### config.mk
export PLATFORM = sky130hd
export DESIGN_NAME = abcu_sqrt
export DESIGN_NICKNAME = d
export VERILOG_FILES = /design/src/rtl/core/adam_box_constrained_update_macros.svh /design/src/rtl/core/abcu_pkg.sv /design/src/rtl/core/abcu_sqrt.sv
export SDC_FILE = /design/constraint.sdc
export NUM_CORES = 1
export LEC_CHECK = 0
export ABC_AREA = 1
export BUFFER_PORTS_ARGS = -buffer_cell sky130_fd_sc_hd__buf_2
export CORE_ASPECT_RATIO = 2
export CORE_UTILIZATION = 30
export DETAILED_ROUTE_END_ITERATION = 8
export GPL_TIMING_DRIVEN = 0
export HOLD_SLACK_MARGIN = 0.06
export SETUP_SLACK_MARGIN = 0.15
export SLEW_MARGIN = 15
export SYNTH_ARGS = -nofsm -noshare
export SYNTH_HDL_FRONTEND = slang
export SYNTH_SLANG_ARGS = --single-unit
### constraint.sdc
create_clock -name clock -period 9.4 [get_ports clock]
set_input_delay 1.88 -clock clock [delete_from_list [all_inputs] [get_ports clock]]
set_output_delay 1.88 -clock clock [all_outputs]
set_load 0.1 [all_outputs]
### src/rtl/core/adam_box_constrained_update_macros.svh
// Assertion helpers for the Adam update engine.
// ASSERT_IMPLY checks a same-cycle implication, ASSERT_NEXT a next-cycle one.
`ifndef ADAM_BOX_CONSTRAINED_UPDATE_MACROS_SVH
`define ADAM_BOX_CONSTRAINED_UPDATE_MACROS_SVH
`ifndef ASSERT_OFF
`define ASSERT_IMPLY(label, clk, rst, ante, cons, msg) \
   label: assert property (@(posedge clk) disable iff (rst) (ante) |-> (cons)) \
      else $error(msg);
`define ASSERT_NEXT(label, clk, rst, ante, cons, msg) \
   label: assert property (@(posedge clk) disable iff (rst) (ante) |=> (cons)) \
      else $error(msg);
`else
`define ASSERT_IMPLY(label, clk, rst, ante, cons, msg)
`define ASSERT_NEXT(label, clk, rst, ante, cons, msg)
`endif
`endif

### src/rtl/core/abcu_pkg.sv
`timescale 1ns / 1ps
package abcu_pkg;

   // entry count
   localparam int DIMENSIONS_DEFAULT = 64;

   // fixed point constants
   localparam logic [24:0] ONE_Q24  = 25'd16777216;
   localparam logic [24:0] HALF_Q24 = 25'd8388608;
   localparam logic [32:0] EPS_Q16  = 33'd6554;

   // register reset values
   localparam logic [24:0] LR_RESET = 25'd4194304;
   localparam logic [24:0] B1_RESET = 25'd15099494;
   localparam logic [24:0] B2_RESET = 25'd16760439;

   // register indexes
   localparam int          CSR_IW = 2;
   localparam logic [CSR_IW-1:0] CSR_LEARNING_RATE = 2'd0;
   localparam logic [CSR_IW-1:0] CSR_BETA_ONE      = 2'd1;
   localparam logic [CSR_IW-1:0] CSR_BETA_TWO      = 2'd2;

   // function codes
   localparam logic FUNC_LOAD = 1'b0;
   localparam logic FUNC_STEP = 1'b1;

   // serial unit widths
   localparam int MUL_AW   = 65;
   localparam int MUL_BW   = 32;
   localparam int MUL_ACCW = 98;
   localparam int SQ_W     = 64;
   localparam int SQ_RW    = 32;
   localparam int DV_NW    = 64;
   localparam int DV_DW    = 41;

   typedef struct packed {
      logic        func;
      logic [5:0]  index;
      logic [31:0] value;
      logic [31:0] lower_bound;
      logic [31:0] upper_bound;
   } req_type;

   typedef struct packed {
      logic [5:0]  entry;
      logic [31:0] position;
   } rsp_type;

   // one RAM word per entry
   typedef struct packed {
      logic [31:0] pos;
      logic [31:0] lo;
      logic [31:0] up;
      logic [31:0] m;
      logic [63:0] v;
   } entry_type;

   // sequencer to arithmetic units
   typedef struct packed {
      logic mul_start;
      logic mul_keep;
      logic sqrt_start;
      logic div_start;
   } unit_ctl_type;

   // arithmetic units to sequencer
   typedef struct packed {
      logic mul_busy;
      logic mul_done;
      logic sqrt_busy;
      logic sqrt_done;
      logic div_busy;
      logic div_done;
   } unit_sts_type;

endpackage

### src/rtl/core/abcu_sqrt.sv
`timescale 1ns / 1ps
// Digit-by-digit integer square root, two radicand bits per cycle.
module abcu_sqrt (
   input  logic                          clock,
   input  logic                          reset,
   input  abcu_pkg::unit_ctl_type        ctl,
   input  logic [abcu_pkg::SQ_W-1:0]     a,
   output logic [abcu_pkg::SQ_RW-1:0]    root,
   output logic                          busy,
   output logic                          done
);

   localparam int RW = abcu_pkg::SQ_RW;
   localparam int CW = $clog2(RW);
   localparam logic [CW-1:0] LAST = CW'(RW - 1);

   logic [abcu_pkg::SQ_W-1:0] a_sh_ff, a_sh_in;
   logic [RW+1:0]             rem_ff, rem_in;
   logic [RW-1:0]             root_ff, root_in;
   logic [CW-1:0]             cnt_ff, cnt_in;
   logic                      busy_ff, busy_in, done_ff, done_in;
   logic [RW+3:0]             rem_sh, trial;

   always_comb begin
      rem_sh  = {rem_ff, a_sh_ff[abcu_pkg::SQ_W-1 -: 2]};
      trial   = {2'b00, root_ff, 2'b01};
      a_sh_in = a_sh_ff;
      rem_in  = rem_ff;
      root_in = root_ff;
      cnt_in  = cnt_ff;
      busy_in = busy_ff;
      done_in = busy_ff && (cnt_ff == LAST);
      if (ctl.sqrt_start) begin
         a_sh_in = a;
         rem_in  = '0;
         root_in = '0;
         cnt_in  = '0;
         busy_in = 1'b1;
      end else if (busy_ff) begin
         if (rem_sh >= trial) begin
            rem_in  = (RW+2)'(rem_sh - trial);
            root_in = {root_ff[RW-2:0], 1'b1};
         end else begin
            rem_in  = rem_sh[RW+1:0];
            root_in = {root_ff[RW-2:0], 1'b0};
         end
         a_sh_in = {a_sh_ff[abcu_pkg::SQ_W-3:0], 2'b00};
         cnt_in  = cnt_ff + 1'b1;
         if (cnt_ff == LAST) begin
            busy_in = 1'b0;
         end
      end
   end

   always_ff @(posedge clock) begin
      if (reset) begin
         busy_ff <= 1'b0;
         done_ff <= 1'b0;
         cnt_ff  <= '0;
      end else begin
         busy_ff <= busy_in;
         done_ff <= done_in;
         cnt_ff  <= cnt_in;
      end
      a_sh_ff <= a_sh_in;
      rem_ff  <= rem_in;
      root_ff <= root_in;
   end

   assign root = root_ff;
   assign busy = busy_ff;
   assign done = done_ff;

endmodule

# Word-level counts from Yosys, hierarchy flattened
# Cells that the tools add are included.
dict set report op_classes {
  add_sub_neg 2
  order_cmp 1
  eq_ne 1
  mux 7
  n_reduce_logical 3
}
# cell count
set op_table {}
lappend op_table {{2-to-1 mux 64 bit} 2}
lappend op_table {{>= comparator 36 x 34 -> 1 bit} 1}
lappend op_table {{2-to-1 mux 34 bit} 1}
lappend op_table {{subtractor 34 bit} 1}
lappend op_table {{adder 5 x 1 -> 5 bit (second input constant)} 1}
lappend op_table {{== test 5 bit (second input constant)} 1}
lappend op_table {{2-to-1 mux 1 bit} 4}
lappend op_table {{nonzero test 2 bit} 1}
lappend op_table {{OR reduction 2 bit} 1}
lappend op_table {{logical AND 1 bit} 1}
dict set report word_totals {
  regBits 137
  output_inout_bits 34
  elab_cells 20
}

# Depth between registers and ports, before layout
dict set report depth {
  depth_word 4
  ltp_mapped 18
  ltp_nobuf 17
}

# Worst setup path after synthesis
# No wires, ideal clock.
dict set report synth_path {
  path_type {input to register}
  start {input port ctl[1] in the netlist's numbering}
  end {register a_sh_ff[0] in the netlist's numbering, enable pin}
  setup_ps 453
  arrival_time_ps 4301
  required_ps 8947
  path_slack_ps 4645
  stages 4
  path_buffers 2
  path_cell_list {clkbuf_1 nor2_1 inv_1 clkbuf_1}
}
dict set report synth_between {
  elab_chain_len 1
}
# item line_no
set synth_rtl {}
lappend synth_rtl {{from (decl)} abcu_sqrt.sv:6} ;# input abcu_pkg::unit_ctl_type ctl,
lappend synth_rtl {{nonzero test 2 bit (no source line)} --}
lappend synth_rtl {{to (signal assigned)} abcu_sqrt.sv:65} ;# a_sh_ff <= a_sh_in;
lappend synth_rtl {{to (decl)} abcu_sqrt.sv:17} ;# logic [abcu_pkg::SQ_W-1:0] a_sh_ff, a_sh_in;
# Every way passes these cells.
# A chain may end at the register's enable or synchronous reset.

# Final worst setup path
dict set report layout_path {
  start {input port ctl[1] in the netlist's numbering}
  end {register a_sh_ff[37] in the netlist's numbering, enable pin}
}
# The elaborated chain is that of the path after synthesis.

==> summary.md <==
| Metric | Value |
|---|---|
| Dpl ws | `5750 ps` |
| Yosys cell types | `41` |
| Slew HR | `0.456` |
| Initial DRT Pass Iterations | `4` |
| Hold crit path type | `reg -> reg` |
| Worst endpoint required time | `9560 ps` |
| Die Span Y | `232 um` |
| Area growth syn-to-layout | `19.2%` |
| Routed Antenna Nets | `0` |
| EDFF count, synth | `64` |
| CTS sink count | `137` |
| Bufs on Longest Clock Path | `2` |
| Hold Crit Start | `rem_ff[33]` |
| Reg-to-reg slack, setup | `6480 ps` |
| Post-Synth Adder-Cell Area | `0.0570` |
| Routed wire length | `23400 um` |
| Final Hold Vio Count | `0` |
| Final setup viols | `0` |
| Pwr Density | `432 nW/um^2` |
| Worst setup EP type | `register` |
| Layout Utilization | `0.366` |
| Worst-margin pin slew | `809 ps` |
| Mapped cell area | `7900 um^2` |
| Initial antenna violation count | `0` |
| GP Congestion | `0.947` |
| Setup TNS | `0 ps` |
| FFs w/ async S/R, synth | `0` |
| Clock Skews | `9.49 ps` |
| Grt ovf | `0` |
| Worst r2r src | `root[23]` |
| First-pass GRT wire length | `37100 um` |
| Clk pin slew, worst setup/hold paths | `60 ps` |
| Total Die Area | `27000 um^2` |
| DIE WIDTH | `117 um` |
| CTS root buffer | `clkbuf_16` |
| Vias/cell | `4.69` |
| Post-Synth Simple-Gate Area | `0.318` |
| Largest net degree at the start of global routing | `60` |
| Synth Register Bits | `137` |
| Maximum clock frequency | `310 MHz` |
| Synth Warn # | `0` |
| Peak supply drop | `172 uV` |
| Starting Density | `0.307` |
| Syn_area_per_cell | `7.28 um^2` |
| DR iter-0 viols | `227` |
| Vias in the first global route | `7570` |
| PortBufs | `99` |
| Worst-skew pair later-pin latency | `440 ps` |
| Core region area | `25800 um^2` |
| Post_cts resized | `0` |
| Worst path arrival time | `3390 ps` |
| P_leak | `4.70 nW` |
| RSZ-0062 raised after global routing | `false` |
| # diodes | `0` |
| CP Launch Type | `primary input` |
| Max_cap viols | `0` |
| Syn_nets | `1191` |
| DRC | `0` |
| Critical path class | `in -> reg` |
| CP startpoint | `ctl[1]` |
| Mapped Cells | `1085` |
| FP Rows | `83` |
| Fin. max-slew vios | `0` |
| Top_reg_cell synth | `dfxtp_1` |
| Share of layout cells above drive strength 1 | `0.147` |
| IO Count | `104` |
| Synth Area in Compound Gates | `0.0936` |
| Avg WL per Cell | `15.1 um` |
| Mux cell area share after synthesis | `0` |
| TritonCTS clock tree | `done` |
| DP Wirelength | `19000 um` |
| Critical path peak fanout | `59` |
| Cts hold-fix bufs | `0` |
| Final worst slack | `6180 ps` |
| Power, Total | `4.07 mW` |
| Largest family of logic cells by synthesized area | `simple AND/OR/NAND/NOR gates` |
| TritonCTS buffer count | `17` |
| Post-CTS setup buffers | `0` |
| XOR/XNOR Fraction of Synth Area | `0.0188` |
| GRT Total Usage | `0.186` |
| Status | `finished clean` |
| Sequential share of the synthesized area | `0.428` |
| H-tree depth | `4` |
| Tmin final | `3220 ps` |
| Detailed-route via count | `7298` |
| Nets | `1310` |
| Period Utilization, post-route | `0.343` |
## Yosys cell counts, drive strengths merged (3+ instances only)
master  number  area, um^2
xnor2       13         114
a211oi       3        22.5
a21oi       37         200
clkbuf      24        90.1
clkinv       3        11.3
edfxtp      64        1920
o22ai       31         194
buf         11        97.6
ha          36         450
o21bai       6        45.0
nor3        14        70.1
or2         14        87.6
inv        124         465
nand2      444        1690
nor2        72         298
xor2         4        35.0
nand4        6        37.5
dfxtp       73        1460
nand3       57         295
o21ai       28         140
o211ai      12         110
## worst max-delay path, cell delays in order
cell and delay [ps]:
clkbuf_1 140, nor2_1 530, inv_1 220, clkbuf_4 300, buf_16 250
## final cells by class
| type | count | area, um^2 |
|---|---|---|
| fillers | 2909 | 16300 |
| clock buffers | 18 | 429 |
| repair buffers | 100 | 523 |
| well taps | 340 | 425 |
| plain buffers | 35 | 191 |
| inverters | 127 | 477 |
| flip-flops and latches | 137 | 3380 |
| multi-input cells | 786 | 3850 |
| clock inverters | 14 | 138 |
## final timing paths
check / end / depth (start not counted)
setup / recovery: a_sh_ff[37] / 5
hold / removal: rem_ff[33] / 2
setup reg to reg: rem_ff[25] / 11
hold reg to reg: rem_ff[33] / 2
## per-layer routing
metal | global-route usage | vias up | share of wire
met4 | 0.129 | 0 | 0.058
li1 | - | 3738 | -
met1 | 0.154 | 3321 | 0.33
met3 | 0.0329 | 69 | 0.034
met2 | 0.374 | 170 | 0.58
met5 | 0 | - | 0
## registers in the layout, indices dropped and copies added, names as in the netlist
| register | count |
|---|---|
| rem_ff | 34 |
| done | 1 |
| busy | 1 |
| root | 32 |
| a_sh_ff | 64 |
| cnt_ff | 5 |
## layout by cell type (no fill, tap or decap), types with 3 or more instances in the layout
cell	netlist	layout
buf_6	4	4
xor2_1	4	4
ha_1	36	36
o211ai_2	4	4
or2_2	12	12
nand2_1	436	436
a21oi_1	35	35
inv_1	118	118
clkinv_1	3	4
clkbuf_16	0	17
nor3_1	14	14
xnor2_1	13	13
buf_1	4	4
edfxtp_1	64	64
nand2_2	7	7
o22ai_1	31	31
a211oi_1	3	3
nand4_1	6	6
o21bai_1	6	6
o211ai_1	8	8
inv_6	0	5
clkbuf_1	24	24
inv_2	6	6
buf_2	0	99
nor2_1	65	65
o21ai_0	17	17
nand3_1	55	55
o21ai_1	11	11
nor2_2	5	5
dfxtp_1	73	73
## stage by stage
stage	hold slack, ps	cells	area, um^2
2_1_floorplan	427	1085	7900
3_3_place_gp	440	1524	8820
3_5_place_dp	444	1525	8850
4_1_cts	458	1557	9420
5_1_grt	479	1557	9420
6_report	454	1557	9420
## logic make-up (layout without fill, tap and decap cells)
kind of cell,count (synthesis),after routing
buffers and inverters,162,294
adder cells (fa/ha/maj),36,36
flip-flops,137,137
XOR/XNOR,17,17
AO/OA/AOI/OAI,121,121
AND/OR/NAND/NOR,612,612
## report_power, final
part	leakage (nW)	switching (mW)	internal (mW)
logic	3.18	1.72	0.916
clock network	0.270	0.289	0.370
registers	1.25	0.0552	0.720
(Power assumes the default switching activity.)
