[config.mk]
export PLATFORM = sky130hd
export DESIGN_NAME = abcu_mul
export DESIGN_NICKNAME = d
export VERILOG_FILES = /design/src/rtl/core/adam_box_constrained_update_macros.svh /design/src/rtl/core/abcu_pkg.sv /design/src/rtl/core/abcu_mul.sv
export SDC_FILE = /design/constraint.sdc
export NUM_CORES = 1
export LEC_CHECK = 0
export ABC_AREA = 0
export BUFFER_PORTS_ARGS = -buffer_cell sky130_fd_sc_hd__buf_2
export CAP_MARGIN = 30
export CORE_UTILIZATION = 48
export CTS_CLUSTER_DIAMETER = 150
export DETAILED_ROUTE_END_ITERATION = 6
export PLACE_DENSITY = 0.71
export SETUP_SLACK_MARGIN = 0.05
export SLEW_MARGIN = 20
export SYNTH_ARGS = -nofsm -noshare
export SYNTH_HDL_FRONTEND = slang
export SYNTH_SLANG_ARGS = --single-unit
export TNS_END_PERCENT = 100
[constraint.sdc]
create_clock -name clock -period 12.3 [get_ports clock]
set_input_delay 0.615 -clock clock [delete_from_list [all_inputs] [get_ports clock]]
set_output_delay 0.615 -clock clock [all_outputs]
set_load 0.05 [all_outputs]
[src/rtl/core/adam_box_constrained_update_macros.svh]
// Assertion helpers for the Adam update engine.
// ASSERT_IMPLY checks a same-cycle implication, ASSERT_NEXT a next-cycle one.
`ifndef ADAM_BOX_CONSTRAINED_UPDATE_MACROS_SVH
`define ADAM_BOX_CONSTRAINED_UPDATE_MACROS_SVH
`ifndef ASSERT_OFF
`define ASSERT_IMPLY(label, clk, rst, ante, cons, msg) \
   label: assert property (@(posedge clk) disable iff (rst) (ante) |-> (cons)) \
      else $error(msg);
`define ASSERT_NEXT(label, clk, rst, ante, cons, msg) \
   label: assert property (@(posedge clk) disable iff (rst) (ante) |=> (cons)) \
      else $error(msg);
`else
`define ASSERT_IMPLY(label, clk, rst, ante, cons, msg)
`define ASSERT_NEXT(label, clk, rst, ante, cons, msg)
`endif
`endif

[src/rtl/core/abcu_pkg.sv]
`timescale 1ns / 1ps
package abcu_pkg;

   // entry count
   localparam int DIMENSIONS_DEFAULT = 64;

   // fixed point constants
   localparam logic [24:0] ONE_Q24  = 25'd16777216;
   localparam logic [24:0] HALF_Q24 = 25'd8388608;
   localparam logic [32:0] EPS_Q16  = 33'd6554;

   // register reset values
   localparam logic [24:0] LR_RESET = 25'd4194304;
   localparam logic [24:0] B1_RESET = 25'd15099494;
   localparam logic [24:0] B2_RESET = 25'd16760439;

   // register indexes
   localparam int          CSR_IW = 2;
   localparam logic [CSR_IW-1:0] CSR_LEARNING_RATE = 2'd0;
   localparam logic [CSR_IW-1:0] CSR_BETA_ONE      = 2'd1;
   localparam logic [CSR_IW-1:0] CSR_BETA_TWO      = 2'd2;

   // function codes
   localparam logic FUNC_LOAD = 1'b0;
   localparam logic FUNC_STEP = 1'b1;

   // serial unit widths
   localparam int MUL_AW   = 65;
   localparam int MUL_BW   = 32;
   localparam int MUL_ACCW = 98;
   localparam int SQ_W     = 64;
   localparam int SQ_RW    = 32;
   localparam int DV_NW    = 64;
   localparam int DV_DW    = 41;

   typedef struct packed {
      logic        func;
      logic [5:0]  index;
      logic [31:0] value;
      logic [31:0] lower_bound;
      logic [31:0] upper_bound;
   } req_type;

   typedef struct packed {
      logic [5:0]  entry;
      logic [31:0] position;
   } rsp_type;

   // one RAM word per entry
   typedef struct packed {
      logic [31:0] pos;
      logic [31:0] lo;
      logic [31:0] up;
      logic [31:0] m;
      logic [63:0] v;
   } entry_type;

   // sequencer to arithmetic units
   typedef struct packed {
      logic mul_start;
      logic mul_keep;
      logic sqrt_start;
      logic div_start;
   } unit_ctl_type;

   // arithmetic units to sequencer
   typedef struct packed {
      logic mul_busy;
      logic mul_done;
      logic sqrt_busy;
      logic sqrt_done;
      logic div_busy;
      logic div_done;
   } unit_sts_type;

endpackage

[src/rtl/core/abcu_mul.sv]
`timescale 1ns / 1ps
// Shift-add multiplier: one multiplier bit per cycle, signed A, unsigned B,
// accumulating onto a bias or onto the previous result.
module abcu_mul (
   input  logic                            clock,
   input  logic                            reset,
   input  abcu_pkg::unit_ctl_type          ctl,
   input  logic [abcu_pkg::MUL_AW-1:0]     a,
   input  logic [abcu_pkg::MUL_BW-1:0]     b,
   input  logic [abcu_pkg::MUL_ACCW-1:0]   bias,
   output logic [abcu_pkg::MUL_ACCW-1:0]   acc,
   output logic                            busy,
   output logic                            done
);

   localparam int CW = $clog2(abcu_pkg::MUL_BW);
   localparam logic [CW-1:0] LAST = CW'(abcu_pkg::MUL_BW - 1);

   logic [abcu_pkg::MUL_ACCW-1:0] acc_ff, acc_in, a_sh_ff, a_sh_in;
   logic [abcu_pkg::MUL_BW-1:0]   b_sh_ff, b_sh_in;
   logic [CW-1:0]                 cnt_ff, cnt_in;
   logic                          busy_ff, busy_in, done_ff, done_in;

   always_comb begin
      acc_in  = acc_ff;
      a_sh_in = a_sh_ff;
      b_sh_in = b_sh_ff;
      cnt_in  = cnt_ff;
      busy_in = busy_ff;
      done_in = busy_ff && (cnt_ff == LAST);
      if (ctl.mul_start) begin
         a_sh_in = {{(abcu_pkg::MUL_ACCW - abcu_pkg::MUL_AW){a[abcu_pkg::MUL_AW-1]}}, a};
         b_sh_in = b;
         acc_in  = ctl.mul_keep ? acc_ff : bias;
         cnt_in  = '0;
         busy_in = 1'b1;
      end else if (busy_ff) begin
         // one partial product per cycle
         if (b_sh_ff[0]) begin
            acc_in = acc_ff + a_sh_ff;
         end
         a_sh_in = {a_sh_ff[abcu_pkg::MUL_ACCW-2:0], 1'b0};
         b_sh_in = {1'b0, b_sh_ff[abcu_pkg::MUL_BW-1:1]};
         cnt_in  = cnt_ff + 1'b1;
         if (cnt_ff == LAST) begin
            busy_in = 1'b0;
         end
      end
   end

   always_ff @(posedge clock) begin
      if (reset) begin
         busy_ff <= 1'b0;
         done_ff <= 1'b0;
         cnt_ff  <= '0;
      end else begin
         busy_ff <= busy_in;
         done_ff <= done_in;
         cnt_ff  <= cnt_in;
      end
      acc_ff  <= acc_in;
      a_sh_ff <= a_sh_in;
      b_sh_ff <= b_sh_in;
   end

   assign acc  = acc_ff;
   assign busy = busy_ff;
   assign done = done_ff;

endmodule

Word-level counts from Yosys, hierarchy flattened

Index checks and enable logic that the tools add are counted.

Register bits: 235
Bits in latches: 0
Bits in writable memories: 0
Memory bits (read-only): 0
Bits of input ports: 201
Output and inout bits: 100
Logic and storage cells: 26
Memories: 0

Add/subtract/negate cells: 2
Multiply operators: 0
Div/mod/pow operators: 0
$lt $le $gt $ge: 0
Eq/ne operators: 2
Shifts and indexed selects: 0
Multiplexer cells: 11
Bitwise logic cells: 0
Reductions and logical operators: 5

Operators with widths:

| operator                                                       | number |
|---|---|
| 98-bit 2-to-1 mux                                              | 6 |
| 98-bit adder                                                   | 1 |
| 32-bit 2-to-1 mux                                              | 2 |
| 5-bit by 1-bit adder with 5-bit output (second input constant) | 1 |
| 5-bit == test (second input constant)                          | 1 |
| 2-bit nonzero test                                             | 2 |
| 1-bit 2-to-1 mux                                               | 3 |
| 3-bit AND reduction                                            | 1 |
| 2-bit inequality test (second input constant)                  | 1 |
| 2-bit OR reduction                                             | 1 |
| 1-bit logical AND                                              | 1 |

Depth between registers and ports, before layout

Depth after elaboration: 4
Mapped depth: 12

Worst setup path after synthesis

No wires, ideal clock.

Kind: input-to-reg
Start point: input port ctl[3] (netlist name)
End point: register acc_ff, in the netlist acc[0] (enable)
Library setup time: 0.690 ns
Arrival time: 8.242 ns
Data required time: 11.610 ns
Slack: 3.368 ns
Stages on the path: 4
Cells stage by stage: clkbuf_1 -> clkinv_1 -> clkbuf_1 -> o21ai_0

Cells in the longest elaborated chain, start to end: 2

RTL lines:

| element                                                                      | RTL line       | RTL |
|---|---|---|
| start, declared                                                              | abcu_mul.sv:7  | `input abcu_pkg::unit_ctl_type ctl,` |
| 2-bit inequality test (no source line) or 2-bit nonzero test (tied branches) | --             |  |
| 3-bit AND reduction (no source line) (*)                                     | --             |  |
| end signal, assigned                                                         | abcu_mul.sv:61 | `acc_ff <= acc_in;` |
| end, declared                                                                | abcu_mul.sv:19 | `logic [abcu_pkg::MUL_ACCW-1:0] acc_ff, acc_in, a_sh_ff, a_sh_in;` |

Every way passes the cells marked *; elsewhere a longest branch is shown, timed or not.
A chain may end at the register's enable or synchronous reset.

Worst setup path in the final report

Start point: register acc_ff, in the netlist acc[0]
End point: register acc_ff, in the netlist acc[92] (data pin)

Cells in the longest elaborated chain, start to end: 4

RTL lines:

| element                   | RTL line       | RTL |
|---|---|---|
| 98-bit adder              | abcu_mul.sv:40 | `acc_in = acc_ff + a_sh_ff;` |
| 98-bit 2-to-1 mux         | abcu_mul.sv:39 | `if (b_sh_ff[0]) begin` |
| 98-bit 2-to-1 mux         | abcu_mul.sv:37 | `end else if (busy_ff) begin` |
| 98-bit 2-to-1 mux         | abcu_mul.sv:31 | `if (ctl.mul_start) begin` |
| named net acc_in, one bit | abcu_mul.sv:19 |  |

The timed path passes the listed nets, and every way through them passes these cells. The select of a mux whose other input is x is not followed.

==> summary.txt <==
Status
  • Status: finished clean

Setup path
  • Critical Path Start Type: register
  • CP Launch Point: acc[0]
  • Worst r2r path cells: 12
  • Reg2Reg Launch Point: acc[0]
  • Crit Path Class: reg -> reg
  • Register-to-register setup slack: 7.88 ns
  • Setup crit end: acc[92]
  • Critical path endpoint category: register
  • Worst endpoint data arrival time: 4.77 ns
  • R2r endpoint: acc[92]
  • CP Max Fanout: 4
  • CP required: 12.65 ns

CTS
  • Clock sink count: 235
  • Clock transition at path regs: 0.06 ns
  • Post-CTS Setup Inserts: 0
  • Post-cts repair resize count: 0
  • Clock buffer depth: 3
  • Buffer type at the clock tree root: clkbuf_16
  • Hold buffer count at cts: 0
  • CTS tree: built
  • Worst-Skew Late Latency: 0.55 ns
  • H-tree depth: 1
  • CTS Buf Count: 27

Die
  • Core area: 32,620 µm²
  • # IOs: 301
  • Initial Utilization: 0.4896
  • Die ar.: 34,010 µm²
  • Die W: 184.4 µm
  • Height of the die: 184.4 µm
  • FP Rows: 66

Timing
  • Slew @ Worst Pin: 0.8424 ns
  • Finish-stage setup viols: 0
  • Slew margin rel.: 0.4362
  • Clk_skew: 0.01123 ns
  • RSZ-0062 raised after global routing: no
  • Fin crit period: 4.420 ns
  • Final hold vios: 0
  • Fmax: 0.2262 GHz
  • Sum Neg Setup Slack: 0 ns
  • Fin. max-slew vios: 0
  • Final period util: 0.3593

Logic synthesis
  • Avg Synthesized Cell Area: 9.756 µm²
  • #FFs+latches synth: 235
  • Top-count cell post-synth: edfxtp_1
  • Synth top area cells: edfxtp_1, ha_1, mux2_2
  • Post-synth top area cell: edfxtp_1
  • Synth cell types: 77
  • Most common flop cell mapped by yosys: edfxtp_1
  • Async set-or-reset flop fraction in the synthesized netlist: 0
  • Post-synth EDFFs: 228
  • Yosys Warn Count: 0
  • Most frequent cells after synthesis: edfxtp_1, nand2_1, o21ai_0
  • Post-Syn Nets: 1,938
  • Post-Synthesis Cells: 1,637
  • Synthesized cell area: 15,970 µm²
  • Sequential fraction of the synthesis area: 0.4375
  • Share of the synthesized area in the top cell type: 0.4287

Final layout
  • Share of post-route cells with drive strength above 1: 0.2442
  • Area delta synth->final: 17.28%
  • Final Instance Count excl. Fillers: 2,360
  • Nets: 2,193

Detailed routing
  • Drt total wl: 44.91 mm
  • Routed Antenna Nets: 0
  • Initial DRC Count: 1,126
  • Drt pass-1 iters: 5
  • Drt via density: 5.826
  • DRC Markers: 0
  • Per-cell routed wire length: 19.03 µm
  • Detailed-route via count: 13,750

Pwr
  • VDD IR max: 0.1151 mV
  • P_leak: 7.788 nW
  • Power per Cell Area: 155.5 nW/µm²

Global routing
  • Initial antenna violation count: 9
  • Number of global-route vias before repair: 13,430
  • First-pass GRT wire length: 70.80 mm
  • Largest net degree at the start of global routing: 105
  • Total GRT Usage: 0.2630
  • Total gr overflow: 0

Min path
  • Worst Hold Class: in -> reg

Placement
  • Hpwl dp: 34.14 mm
  • RePlAce Congestion: 0.9506
  • Placed Cells: 2,303
  • Port-buffer cells: 298

Run
  • Max Cap Viol: 0
-- placed cells by master, fill, tap and decap left out, types with 10 or more instances in the layout --
cell type,netlist,routed
clkbuf_16,0,27
nand4_1,40,40
nor3_1,34,34
o31ai_1,15,15
mux2_2,96,96
buf_2,6,297
o21a_1,18,18
edfxtp_1,228,228
inv_1,71,71
o21bai_1,24,24
and3_1,16,16
xnor2_1,44,44
nand3_1,17,17
o21ai_1,11,11
a21o_1,57,57
ha_1,99,99
nor2b_1,11,11
nand2_1,184,184
a21oi_1,143,143
xor2_1,35,35
nor2_1,88,88
o21ai_0,179,178
a311oi_1,10,10
-- power by group --
group,internal [W],switching [W]
combinational,0.000376,0.000685
clock,0.000469,0.000327
sequential,0.00100,0.0000530
-- metrics by stage --
stage / setup slack [ns] / cell area, µm² / hold slack [ns] / util / total power (W)
5_1_grt: 7.613 / 18720 / 0.3295 / 0.5739 / 0.003065
3_5_place_dp: 7.904 / 17790 / 0.5353 / 0.5453 / 0.002109
4_1_cts: 7.872 / 18660 / 0.3010 / 0.5721 / 0.002913
2_1_floorplan: 3.368 / 15970 / 0.4977 / - / 0.001840
6_report: 7.880 / 18730 / 0.3332 / 0.5742 / 0.002912
3_3_place_gp: 8.004 / 17770 / 0.5201 / 0.5448 / 0.002089
-- sequential cells by signal (all words and copies together) (netlist names) --
name,count
a_sh_ff,98
done,1
b_sh_ff,32
cnt_ff,5
busy,1
acc,98
-- critical path: stages, from the launching register on --
cell	delay (ns)
edfxtp_1	0.39
ha_1	0.25
fa_1	0.43
a211oi_1	0.38
o211ai_2	0.15
a211oi_1	0.45
o31a_2	0.30
nor3_1	0.14
o31ai_1	0.50
a21oi_1	0.26
a221o_1	0.47
and4_1	0.23
nor3_1	0.28
-- worst min-delay path by stage --
stage                     startpoint    endpoint  slack [ns]  cells after the start
after global routing           reset   cnt_ff[2]        0.33                      2
after CTS                      reset        busy        0.30                      2
after global placement     cnt_ff[4]   cnt_ff[4]        0.52                      2
final                          reset   cnt_ff[4]        0.33                      2
after detailed placement  b_sh_ff[8]  b_sh_ff[7]        0.54                      1
after floorplan            cnt_ff[4]   cnt_ff[4]        0.50                      2
-- routing by layer --
metal	up-vias	global-route usage	wire length, µm
li1	6652	-	-
met1	6490	0.3651	20050
met2	510	0.4137	19960
met3	91	0.05177	3529
met4	6	0.07900	1316
met5	-	0	47
-- final cells by class --
| class | instances | area, µm² |
|---|---|---|
| tap | 442 | 553.0 |
| clock inverter | 12 | 121.4 |
| inverter | 72 | 270.3 |
| sequential | 235 | 6987 |
| antenna | 6 | 15.01 |
| fill | 2889 | 13890 |
| timing repair buffer | 307 | 1617 |
| multi-input combinational | 1249 | 8414 |
| clock buffer | 37 | 753.2 |
-- kinds of logic after synthesis --
| family | after synthesis | share of synthesized area |
|---|---|---|
| DFF | 235 | 0.4375 |
| AOI/OAI and AO/OA | 526 | 0.2018 |
| and+or+nand+nor | 442 | 0.1306 |
| adders and majority gates | 100 | 0.07882 |
| muxes | 102 | 0.07145 |
| buffers and inverters | 153 | 0.03651 |
| xor gates and xnor gates | 79 | 0.04332 |
(Power assumes the default switching activity.)
