## config.mk

```make
export PLATFORM = sky130hd
export DESIGN_NAME = abcu_ram
export DESIGN_NICKNAME = d
export VERILOG_FILES = /design/src/rtl/core/adam_box_constrained_update_macros.svh /design/src/rtl/core/abcu_ram.sv
export SDC_FILE = /design/constraint.sdc
export NUM_CORES = 1
export LEC_CHECK = 0
export ABC_AREA = 1
export ABC_CLOCK_PERIOD_IN_PS = 2750
export BUFFER_PORTS_ARGS = -buffer_cell sky130_fd_sc_hd__clkbuf_2
export CAP_MARGIN = 20
export CORE_UTILIZATION = 35
export DETAILED_ROUTE_END_ITERATION = 7
export PLACE_DENSITY_LB_ADDON = 0.3
export SYNTH_ARGS = -nofsm -noshare
export SYNTH_HDL_FRONTEND = slang
export SYNTH_SLANG_ARGS = --single-unit
```

## constraint.sdc

```tcl
create_clock -name clock -period 2.75 [get_ports clock]
set_clock_uncertainty 0.15 [all_clocks]
set_input_delay 0.1375 -clock clock [delete_from_list [all_inputs] [get_ports clock]]
set_output_delay 0.1375 -clock clock [all_outputs]
set_load 0.01 [all_outputs]
```

## src/rtl/core/adam_box_constrained_update_macros.svh

```systemverilog
// Assertion helpers for the Adam update engine.
// ASSERT_IMPLY checks a same-cycle implication, ASSERT_NEXT a next-cycle one.
`ifndef ADAM_BOX_CONSTRAINED_UPDATE_MACROS_SVH
`define ADAM_BOX_CONSTRAINED_UPDATE_MACROS_SVH
`ifndef ASSERT_OFF
`define ASSERT_IMPLY(label, clk, rst, ante, cons, msg) \
   label: assert property (@(posedge clk) disable iff (rst) (ante) |-> (cons)) \
      else $error(msg);
`define ASSERT_NEXT(label, clk, rst, ante, cons, msg) \
   label: assert property (@(posedge clk) disable iff (rst) (ante) |=> (cons)) \
      else $error(msg);
`else
`define ASSERT_IMPLY(label, clk, rst, ante, cons, msg)
`define ASSERT_NEXT(label, clk, rst, ante, cons, msg)
`endif
`endif

```

## src/rtl/core/abcu_ram.sv

```systemverilog
`timescale 1ns / 1ps
module abcu_ram #(
   parameter int WIDTH = 8,
   parameter int DEPTH = 64,
   localparam int AW = (DEPTH > 1) ? $clog2(DEPTH) : 1
) (
   input  logic             clock,
   input  logic             wr_en,
   input  logic [AW-1:0]    wr_addr,
   input  logic [WIDTH-1:0] wr_data,
   input  logic             rd_en,
   input  logic [AW-1:0]    rd_addr,
   output logic [WIDTH-1:0] rd_data
);

   logic [WIDTH-1:0] mem_ff [DEPTH];
   logic [WIDTH-1:0] rd_data_ff;

   always_ff @(posedge clock) begin
      if (wr_en) begin
         mem_ff[wr_addr] <= wr_data;
      end
      if (rd_en) begin
         rd_data_ff <= mem_ff[rd_addr];
      end
   end

   assign rd_data = rd_data_ff;

endmodule

```

# Yosys cells after proc, flatten, opt, wreduce, memory -nomap -nowiden
# Memories as Yosys holds them, arrays and structs flattened. A register that Yosys moved wholly into a read port is not among the register bits.
# Index checks and enable logic that the tools add are counted.
[classes]
mux = 2
[ops]
columns = ["op", "count"]
rows = [
  ["$mux 1", 2],
]
[word_totals]
output_inout_bits = 8
word_cells = 3
memories = 1
input_bits = 23
ramBits = 512
register_bits = 0
[mem_list]
columns = ["name", "depth", "word_bits", "read_ports", "rd_clocked_by_memory_dff", "wr", "line", "rtl"]
rows = [
  ["mem_ff", 64, 8, 1, 1, 1, "abcu_ram.sv:16", "logic [WIDTH-1:0] mem_ff [DEPTH];"],
]

# Longest topological paths before layout
# Gate-level depths: netlist (run 1).
[logic_depth]
word_depth = 2
ltp_mapped = 12
mapped_depth_nobuf = 9

# Worst setup path after synthesis (run 1)
# No wires, ideal clock.
[synth_path]
path_type = "input-to-reg"
start = "input port wr_en"
end = "memory mem_ff[48][0], enable pin"
setup_ns = 0.395
arrival_ns = 1.509
path_stages = 3
t_required_ns = 2.205
path_buffers = 1
path_slack_ns = 0.696
cell_sequence = "clkbuf_1 -> nand4_1 -> nor4_1"
[synth_via]
elab_chain_len = 2
[synth_lines]
columns = ["item", "line", "rtl"]
rows = [
  ["start: declaration", "abcu_ram.sv:8", "input logic wr_en,"],
  ["$mux 1", "abcu_ram.sv:20", "if (wr_en) begin"],
  ["$mux 1 (not written as such)", "abcu_ram.sv:21", "mem_ff[wr_addr] <= wr_data;"],
  ["end: declaration", "abcu_ram.sv:16", ""],
]
# No other way between the ends.

# Final worst setup path (run 1)
[layout_path]
start = "input port wr_addr[1]"
end = "memory mem_ff[5][3], enable pin"
[layout_lines]
columns = ["item", "line", "rtl"]
rows = [
  ["start: declaration", "abcu_ram.sv:9", "input logic [AW-1:0] wr_addr,"],
]
# Straight into the memory's write port.

==> run metrics, run 1 <==
vias in the first global route 13.5k; kind of critical path in -> reg; leakage 8.80 nW; Worst Hold Path EP mem_ff[61][2]; Cells on Worst Hold Path 3; clock sinks 520; P&R area growth vs syn 13.8%; Setup Fix Bufs, Post-CTS 0; outcome finished clean; Die W 249 um; GRT Overall Usage 18.2%; CTS clk-pin slew, worst paths 0.06 ns; Final nets 1905; Power Density 690 nW/um^2; Tcrit/Tclk final 75.6%; Max Freq 0.481 GHz; multi-input logic area 4950 um^2; # H-tree levels 2; Syn Inst Count 1805; Critical Path Start Type input port; Detailed Routing Iterations Pass 1 5; Setup violations, final 0; post-route setup TNS 0 ns; Mapped Avg Cell Area 11.9 um^2; maximum vdd drop 0.459 mV; RD Place Congestion 0.827; CORE AREA 60400 um^2; WL/cell 20.9 um; fin crit period 2.08 ns; layout cells sized above 1 10.5%; commonest cells after routing, fill and taps aside 648 x nand2_1, 520 x edfxtp_1, 439 x nand3_1; yosys warns 0; sequential share of the synthesized area 72.9%; # Max-Cap Violations 0; fill cell count 5695; Hold Crit Start wr_addr[4]; deepest clock path buffer count 3; cell count of the worst reg-to-reg path 8; endpoint class of the critical path flip-flop; pre-CTS WS 0.563 ns; Pwr Total 16.8 mW; RR Endpoint rd_data[0]; CTS tree yes; Starting Density 35.5%; Synth Register Bits 520; Routed Antenna Nets 0; commonest non-fill, non-tap cell in the layout nand2_1; min-delay worst type in -> reg; headroom to the max-slew limit 40.4%; row count 90; Buffers on Ports 30; setup ws final 0.670 ns; largest net degree at the start of global routing 104; total die area 62200 um^2; DP Wirelength 32600 um; final WL 56500 um; Post-Syn Nets 1828; Register Area 15600 um^2; 1st-iter DRT viols 1522; WP data required 2.88 ns; Arrival @ worst endpoint 2.21 ns; die height 249 um; fin area 24400 um^2; drt drc 0; RSZ-0062 raised after global routing false; Fin. Hold Viols 0; Max Slew Vio Count 0; later-pin clock latency in the skew report 0.62 ns; Yosys cell types 15; first-pass GRT wire length 85500 um; Vias/cell 5.16; clk root buf clkbuf_16; total CTS buffers 54; Remaining Overflow, GRT 0; R2R Path Start mem_ff[55][0]; crit path max fanout 9; Slew @ Worst Pin 0.894 ns; R2R setup slack 1.08 ns; I/O Pins 31; via count 14.0k; dpl cell area 22700 um^2; Post-Syn Area 21400 um^2; initial antenna violation count 2
-- cell families (layout without fill, tap and decap cells) --
logic type	Yosys count	in the layout	share of synthesized area, %
other	0	1	0
buffers and inverters	125	245	4.01
DFF	520	520	72.9
and+or+nand+nor	1160	1160	23.1
-- sequential cells by signal (all words and copies together) (netlist names) --
| register | cells |
|---|---|
| rd_data | 8 |
| mem_ff | 512 |
-- Yosys cell counts --
library cell | n | area [um^2]
buf_6 | 35 | 394
nand2_1 | 648 | 2430
nand3_1 | 439 | 2200
buf_2 | 37 | 185
nand4_1 | 9 | 56.3
clkbuf_1 | 15 | 56.3
inv_1 | 10 | 37.5
buf_4 | 14 | 105
nor2_1 | 56 | 210
buf_1 | 10 | 37.5
edfxtp_1 | 520 | 15600
inv_2 | 1 | 3.75
nor4_1 | 8 | 50.1
inv_6 | 1 | 8.76
buf_8 | 2 | 30.0
-- where the power goes --
part / internal, mW / total [mW] / switching, mW / leakage [nW]
registers: 8.79 / 8.82 / 0.0256 / 4.69
clock network: 3.94 / 6.93 / 2.98 / 0.812
logic: 0.276 / 1.07 / 0.793 / 3.30
total: 13.0 / 16.8 / 3.80 / 8.80
-- per-layer routing --
metal  wire, um  global-route usage, %  up-vias  part of all wire, %
li1           -                      -     6519                    -
met1      25900                   25.9     6956                   46
met2      26100                   28.8      437                   46
met3       3380                   2.77       62                  6.0
met4       1120                   5.33        0                  2.0
met5          0                      0        -                    0
-- how the worst max path moves through the flow --
stage                     from            end  slack (ns)  cells after the start
floorplan                wr_en  mem_ff[48][0]        0.70                      3
global placement    rd_addr[3]     rd_data[1]        0.55                      6
detailed placement  rd_addr[1]     rd_data[1]        0.56                     10
CTS                 wr_addr[1]   mem_ff[5][3]        0.74                      7
global route        wr_addr[1]   mem_ff[5][3]        0.64                      7
finish              wr_addr[1]   mem_ff[5][3]        0.67                      7
-- critical path, stage by stage --
cell and delay (ns):
dlygate4sd3_1 0.57, clkbuf_2 0.21, inv_1 0.22, nand4_1 0.42, buf_4 0.34, nor2_1 0.09
buf_4 0.21
-- layout make-up --
type | instances | area share, %
Tap cell | 782 | 4.01
Clock inverter | 28 | 0.857
Timing Repair Buffer | 134 | 4.64
Sequential cell | 520 | 64.1
Inverter | 12 | 0.216
Antenna cell | 1 | 0.0103
Clock buffer | 71 | 5.89
Multi-Input combinational cell | 1160 | 20.3
-- through the flow --
step	hold slack (ns)	utilization [%]	std cells
after floorplan	0.0864	-	1805
after global placement	0.504	37.5	2600
after detailed placement	0.494	37.5	2601
after CTS	0.00678	40.4	2707
after global routing	0.103	40.4	2708
final	0.0517	40.4	2708
-- timing repair --
item | 4_1_cts | 5_1_grt
hold endpoints to repair | 76 | 0
hold buffers | 7 | 0
gates resized for setup | 0 | 0
No activity file was read; power rests on OpenSTA's default activity.
==> run 2: changes to the inputs <==
--- a/config.mk
+++ b/config.mk
@@ -5,8 +5,8 @@
 export SDC_FILE = /design/constraint.sdc
 export NUM_CORES = 1
 export LEC_CHECK = 0
-export ABC_AREA = 1
-export ABC_CLOCK_PERIOD_IN_PS = 2750
+export ABC_AREA = 0
+export ABC_CLOCK_PERIOD_IN_PS = 2120
 export BUFFER_PORTS_ARGS = -buffer_cell sky130_fd_sc_hd__clkbuf_2
 export CAP_MARGIN = 20
 export CORE_UTILIZATION = 35
==> constraint.sdc (replaced) <==
create_clock -name clock -period 2.12 [get_ports clock]
set_clock_uncertainty 0.15 [all_clocks]
set_input_delay 0.106 -clock clock [delete_from_list [all_inputs] [get_ports clock]]
set_output_delay 0.106 -clock clock [all_outputs]
set_load 0.01 [all_outputs]
==> run 2 against run 1 <==
Against the previous run:
- critical path type is now reg -> reg
- non-clock buffer count rose by 74
- global-route usage decreased by 1.7 points
- the flow now finishes with violations (negative setup slack)
- hold slack got worse by 0.017 ns
- critical endpoint is now rd_data[6]
- sequential power increased by 29%
- first-iteration DRC count is 33% lower
- core utilization increased by 2.7 points
- flip-flop and latch count stayed put
==> run metrics, run 2 <==
clk root buf clkbuf_16; Sw Pwr 4.55 mW (+20%); Int Pwr 17.2 mW (+32%); Detailed Routing Iterations Pass 1 5 (unchanged); power share of the clock group 41.5% (+0.3 points); CP cell instances mux4_2 > mux2_4 > o221a_4 > nor3_4 > o32ai_2; Buffers on Ports 30 (unchanged); Fin. Hold Viols 0 (unchanged); maximum vdd drop 0.612 mV (+33%); WL/cell 24.5 um (+17%); min-delay worst type in -> reg; layout cells sized above 1 36.1% (+26 points); Worst path slowest cell mux4_2; clock sinks 520 (unchanged); Arrival @ worst endpoint 2.34 ns (+0.13 ns); ys flop type edfxtp_1; fin crit period 2.14 ns; later-pin clock latency in the skew report 0.60 ns (-0.02 ns); cell with the most instances after synthesis edfxtp_1; kind of critical path reg -> reg; Most flops, register mem_ff; Final Non-Filler Cells 1947 (-28%); commonest non-fill, non-tap cell in the layout edfxtp_1; headroom to the max-slew limit 49.4% (+9.0 points); CTS tree yes; Starting Density 35.6% (+0.15 points); Slew @ Worst Pin 0.752 ns (-0.142 ns); deepest clock path buffer count 3 (unchanged); endpoint class of the critical path flip-flop; Critical Path Max Stage Delay 0.51 ns (-0.06 ns); CP bufs+invs 0 (-5); RD Place Congestion 0.849 (+2.6%); failing checks negative setup slack; total die area 58800 um^2 (-5.4%); placed insts 1845 (-29%); largest net degree at the start of global routing 65 (-38%); drt drc 0 (unchanged); Routed Antenna Nets 0 (unchanged); row count 87 (-3.3%); Final nets 1175 (-38%); Reg power frac 52.6% (+0.2 points); Syn Inst Count 940 (-48%); Setup violations, final 2 (+2); Logic pwr share 5.9% (-0.5 points); leakage 7.94 nW (-9.7%); Die W 243 um (-2.8%); Setup Fix Bufs, Post-CTS 0 (unchanged); # diodes 0 (-1); CTS clk-pin slew, worst paths 0.07 ns (about the same); Synth async-reset ratio 0% (unchanged); 1st-iter DRT viols 1016 (-33%); Mapped Avg Cell Area 21.5 um^2 (+82%); CP delay by family, top multiplexers; max reg flops 512 (unchanged); Max Freq 0.466 GHz; Synth top area share 77.1% (+4.2 points); total CTS buffers 53 (-1.9%); Post-synth top cells 520 x edfxtp_1, 126 x mux4_2, 83 x nor2_1; # Max-Cap Violations 0 (unchanged); sequential share of the synthesized area 77.1% (+4.2 points); Pwr Total 21.7 mW (+29%); RSZ-0062 raised after global routing true; Post-Syn Area 20200 um^2 (-5.5%); Yosys cell types 39 (+24); # H-tree levels 2 (unchanged); setup ws final -0.0248 ns (-0.695 ns); CORE AREA 56800 um^2 (-5.9%); DP Wirelength 30800 um (-5.4%); Power Density 888 nW/um^2 (+29%); Post-Syn Nets 963 (-47%); commonest cells after routing, fill and taps aside 520 x edfxtp_1, 153 x buf_4, 126 x mux4_2; final WL 47700 um (-16%); area leader, netlist edfxtp_1; crit path max fanout 1 (-8); P&R area growth vs syn 20.8%; Tcrit/Tclk final 101%; Critical Path Start Type flip-flop; Synth area leaders edfxtp_1 77%, mux4_2 14%, nor2_1 1.5%; WP data required 2.32 ns (-0.56 ns); sw frac 20.9% (-1.7 points); GRT Overall Usage 16.5% (-1.7 points); Vias/cell 5.18 (+0.32%); vias in the first global route 10.4k (-23%); via count 10.1k (-28%); number of synthesized flops with an enable pin 520 (unchanged); Remaining Overflow, GRT 0 (unchanged); initial antenna violation count 0 (-2); first-pass GRT wire length 70700 um (-17%); I/O Pins 31 (unchanged); Max Slew Vio Count 0 (unchanged); yosys warns 0 (unchanged); outcome complete, but fails checks; Synth Register Bits 520 (unchanged); die height 243 um (-2.8%)
[run 2: cell count changes in the layout (fill, tap and decap cells not counted), sizes merged, moves of 14 or more]
cell	delta
nand2	-629
nand3	-426
mux4	+126
buf	+73
nor2	+27
mux2i	+23
inv	-14
nor2b	+14
[run 2: worst register-to-register path, cell delays in order (launching register included)]
cell      delay, ns
edfxtp_1       0.36
mux4_2         0.51
mux2_4         0.29
o221a_4        0.28
nor3_4         0.19
o32ai_2        0.12
[run 2: metal layers]
metal	global-route usage [%]	vias to the layer above	part of all wire, %
met1	22.9	5323	44
met3	3.68	73	6.1
met2	26.1	311	48
li1	-	4372	-
met4	4.54	0	2.2
met5	0	-	0
[run 2: cell type report]
cell class                      count  area [um^2]
Clock inverter                     35          305
Tap cell                          756          946
Timing Repair Buffer              208         1740
Multi-Input combinational cell    369         4490
Sequential cell                   520        15600
Fill cell                        4902        32400
Clock buffer                       59         1370
[run 2: path summary, 6_finish.rpt]
check	from	endpoint	slack, ns	depth (start not counted)
worst min register to register	mem_ff[30][6]	rd_data[6]	0.77	3
worst max register to register	mem_ff[29][6]	rd_data[6]	-0.02	5
worst min-delay path	wr_data[2]	mem_ff[15][2]	0.04	2
worst max-delay path	mem_ff[29][6]	rd_data[6]	-0.02	5
[run 2: power by group through the flow]
| stage | clock [mW] | sequential [mW] | combinational (mW) |
|---|---|---|---|
| finish | 9.02 | 11.4 | 1.28 |
| global route | 9.61 | 11.4 | 1.36 |
| CTS | 9.23 | 11.4 | 1.28 |
| detailed placement | 0 | 11.7 | 1.23 |
| global placement | 0 | 11.7 | 1.22 |
| floorplan | 0 | 11.6 | 0.607 |
[run 2: logic make-up after synthesis]
family          count (synthesis)  share of synthesized area (%)
simple gates                  153                           3.37
flops                         520                           77.1
mux                           162                           15.9
compound gates                 54                           2.06
buf+inv                        51                           1.56
[run 2: repair_timing]
action | 4_1_cts | 5_1_grt
pin swaps | 6 | 5
setup endpoints to repair | 7 | 8
hold buffers | 9 | 0
resized for setup | 20 | 10
hold endpoints to repair | 301 | 0
[run 2: through the flow]
| step | setup slack (ns) | hold slack [ns] | setup TNS, ns | area, um^2 | util, % |
|---|---|---|---|---|---|
| finish | -0.0248 | 0.0350 | -0.0277 | 24500 | 43.0 |
| global route | -0.0606 | 0.0547 | -0.199 | 24500 | 43.0 |
| CTS | -0.0338 | 0.0269 | -0.0555 | 24400 | 43.0 |
| detailed placement | -0.538 | 0.388 | -3.32 | 22500 | 39.6 |
| global placement | -0.534 | 0.388 | -3.39 | 22500 | 39.6 |
| floorplan | 0.0577 | 0.0549 | 0 | 20200 | - |
==> run 3: changes to the inputs <==
--- a/config.mk
+++ b/config.mk
@@ -11,7 +11,7 @@
 export CAP_MARGIN = 20
 export CORE_UTILIZATION = 35
 export DETAILED_ROUTE_END_ITERATION = 7
-export PLACE_DENSITY_LB_ADDON = 0.3
+export PLACE_DENSITY_LB_ADDON = 0.08
 export SYNTH_ARGS = -nofsm -noshare
 export SYNTH_HDL_FRONTEND = slang
 export SYNTH_SLANG_ARGS = --single-unit
==> run 3 against run 2 <==
Against the previous run:
- the flow still finishes with violations (negative setup slack)
- worst setup slack improved by 0.0012 ns
- global-route usage rose by 1.3 points
- sequential share of layout area fell by 0.48 points
- routed wire length rose by 7.7%
- final cell count rose by 0.77%
- register-to-register slack barely moved
- critical path type unchanged
==> run metrics, run 3 (same netlist as run 2, synthesis figures left out) <==
total die area 58800 um^2 (unchanged); DP Wirelength 32800 um (+6.5%); Slew @ Worst Pin 0.741 ns (-0.0110 ns); Most flops, register mem_ff; min-delay worst type in -> reg; Hold Crit Start wr_data[6]; Power Density 915 nW/um^2 (+3.0%); fin crit period 2.14 ns (-0.00120 ns); CTS clk-pin slew, worst paths 0.06 ns (about the same); minimum hold slack 0.00383 ns (-0.0312 ns); Final Non-Filler Cells 1962 (+0.77%); later-pin clock latency in the skew report 0.63 ns (+0.03 ns); dpl cell area 22500 um^2 (about the same); first-pass GRT wire length 75200 um (+6.3%); Pwr Total 22.6 mW (+3.8%); total CTS buffers 56 (+5.7%); RSZ-0062 raised after global routing true; via count 9995 (-0.83%); # Max-Cap Violations 0 (unchanged); Final nets 1181 (+0.51%); leakage 8.04 nW (+1.2%); Buffers on Ports 30 (unchanged); 1st-iter DRT viols 705 (-31%); Setup Fix Bufs, Post-CTS 0 (unchanged); utilization after layout 43.4% (+0.32 points); pre-CTS WS -0.544 ns (-0.00609 ns); Setup violations, final 1 (-1); commonest cells after routing, fill and taps aside 520 x edfxtp_1, 153 x buf_4, 126 x mux4_2; clk root buf clkbuf_16; Max Slew Vio Count 0 (unchanged); Fin. Hold Viols 0 (unchanged); Tcrit/Tclk final 101% (about the same); maximum vdd drop 0.699 mV (+14%); largest net degree at the start of global routing 65 (unchanged); Routed Antenna Nets 0 (unchanged); P&R area growth vs syn 21.7%; Int Pwr 17.7 mW (+2.8%); die height 243 um (unchanged); WL/cell 26.2 um (+6.8%); R2R Path Start mem_ff[46][1]; deepest clock path buffer count 3 (unchanged); setup ws final -0.0236 ns (+0.00120 ns); CTS tree yes; failing checks negative setup slack; sw frac 21.7% (+0.77 points); endpoint class of the critical path flip-flop; Remaining Overflow, GRT 0 (unchanged); power share of the clock group 43.6% (+2.1 points); post-route setup TNS -0.0236 ns (+0.00402 ns); metal3 WL 2180 um (-25%); Met2 Wirelength 24400 um (+7.0%); final WL 51400 um (+7.7%); commonest non-fill, non-tap cell in the layout edfxtp_1; placed insts 1846 (+0.054%); start point of the critical path mem_ff[46][1]; CORE AREA 56800 um^2 (unchanged); # diodes 0 (unchanged); crit path max fanout 1 (unchanged); clock sinks 520 (unchanged); RD Place Congestion 0.762 (-10%); headroom to the max-slew limit 50.6% (+1.2 points); initial antenna violation count 0 (unchanged); top layer reached by signal wires met4; fin area 24600 um^2 (+0.75%); outcome complete, but fails checks; wire length on met1 24000 um (+15%); Critical Path Start Type flip-flop; Detailed Routing Iterations Pass 1 5 (unchanged); Starting Density 35.6% (unchanged); GRT Overall Usage 17.8% (+1.3 points); Vias/cell 5.09 (-1.6%); drt drc 0 (unchanged); vias in the first global route 10.4k (+0.82%); row count 87 (unchanged); Sw Pwr 4.89 mW (+7.6%); Die W 243 um (unchanged); WP data required 2.33 ns (about the same); Max Freq 0.466 GHz (about the same); layout cells sized above 1 36.4% (+0.30 points); max reg flops 512 (unchanged); kind of critical path reg -> reg; Arrival @ worst endpoint 2.36 ns (+0.02 ns); Logic pwr share 5.8% (about the same); Reg power frac 50.7% (-1.9 points); I/O Pins 31 (unchanged); # H-tree levels 2 (unchanged)
## run 3: final timing paths
path	to	cells after the start	slack [ns]
max reg2reg	rd_data[1]	5	-0.02
min	mem_ff[59][6]	2	0.004
max	rd_data[1]	5	-0.02
min reg2reg	rd_data[4]	3	0.80
## run 3: worst max-delay path, cell delays in order (launching register included)
cell and delay [ns]:
edfxtp_1 0.36, mux4_2 0.48, mux2_4 0.32, a221oi_4 0.34, buf_4 0.18, o2bb2ai_2 0.05
## run 3: layout make-up
cell class / instances / area (um^2)
clock buffers: 64 / 1430
clock inverters: 42 / 418
fillers: 5012 / 32200
multi-input cells: 369 / 4470
flip-flops and latches: 520 / 15600
well taps: 756 / 946
repair buffers: 211 / 1770
## run 3: repair_timing
action | in CTS | in global routing
pin swaps | 7 | 0
resized for setup | 22 | 5
endpoints found under the setup margin | 8 | 7
endpoints found under the hold margin | 307 | 0
hold buffers | 13 | 0
## run 3: power groups by stage
| stage | Combinational [mW] | Sequential (mW) | Clock [mW] |
|---|---|---|---|
| 2_1_floorplan | 0.607 | 11.6 | 0 |
| 3_3_place_gp | 1.27 | 11.7 | 0 |
| 3_5_place_dp | 1.27 | 11.7 | 0 |
| 4_1_cts | 1.33 | 11.4 | 10.1 |
| 5_1_grt | 1.39 | 11.4 | 10.5 |
| 6_report | 1.30 | 11.4 | 9.83 |
## run 3: metal layers
metal | vias up | global-route usage, %
li1 | 4384 | -
met1 | 5364 | 25.9
met2 | 189 | 28.2
met3 | 58 | 3.19
met4 | 0 | 3.65
met5 | - | 0
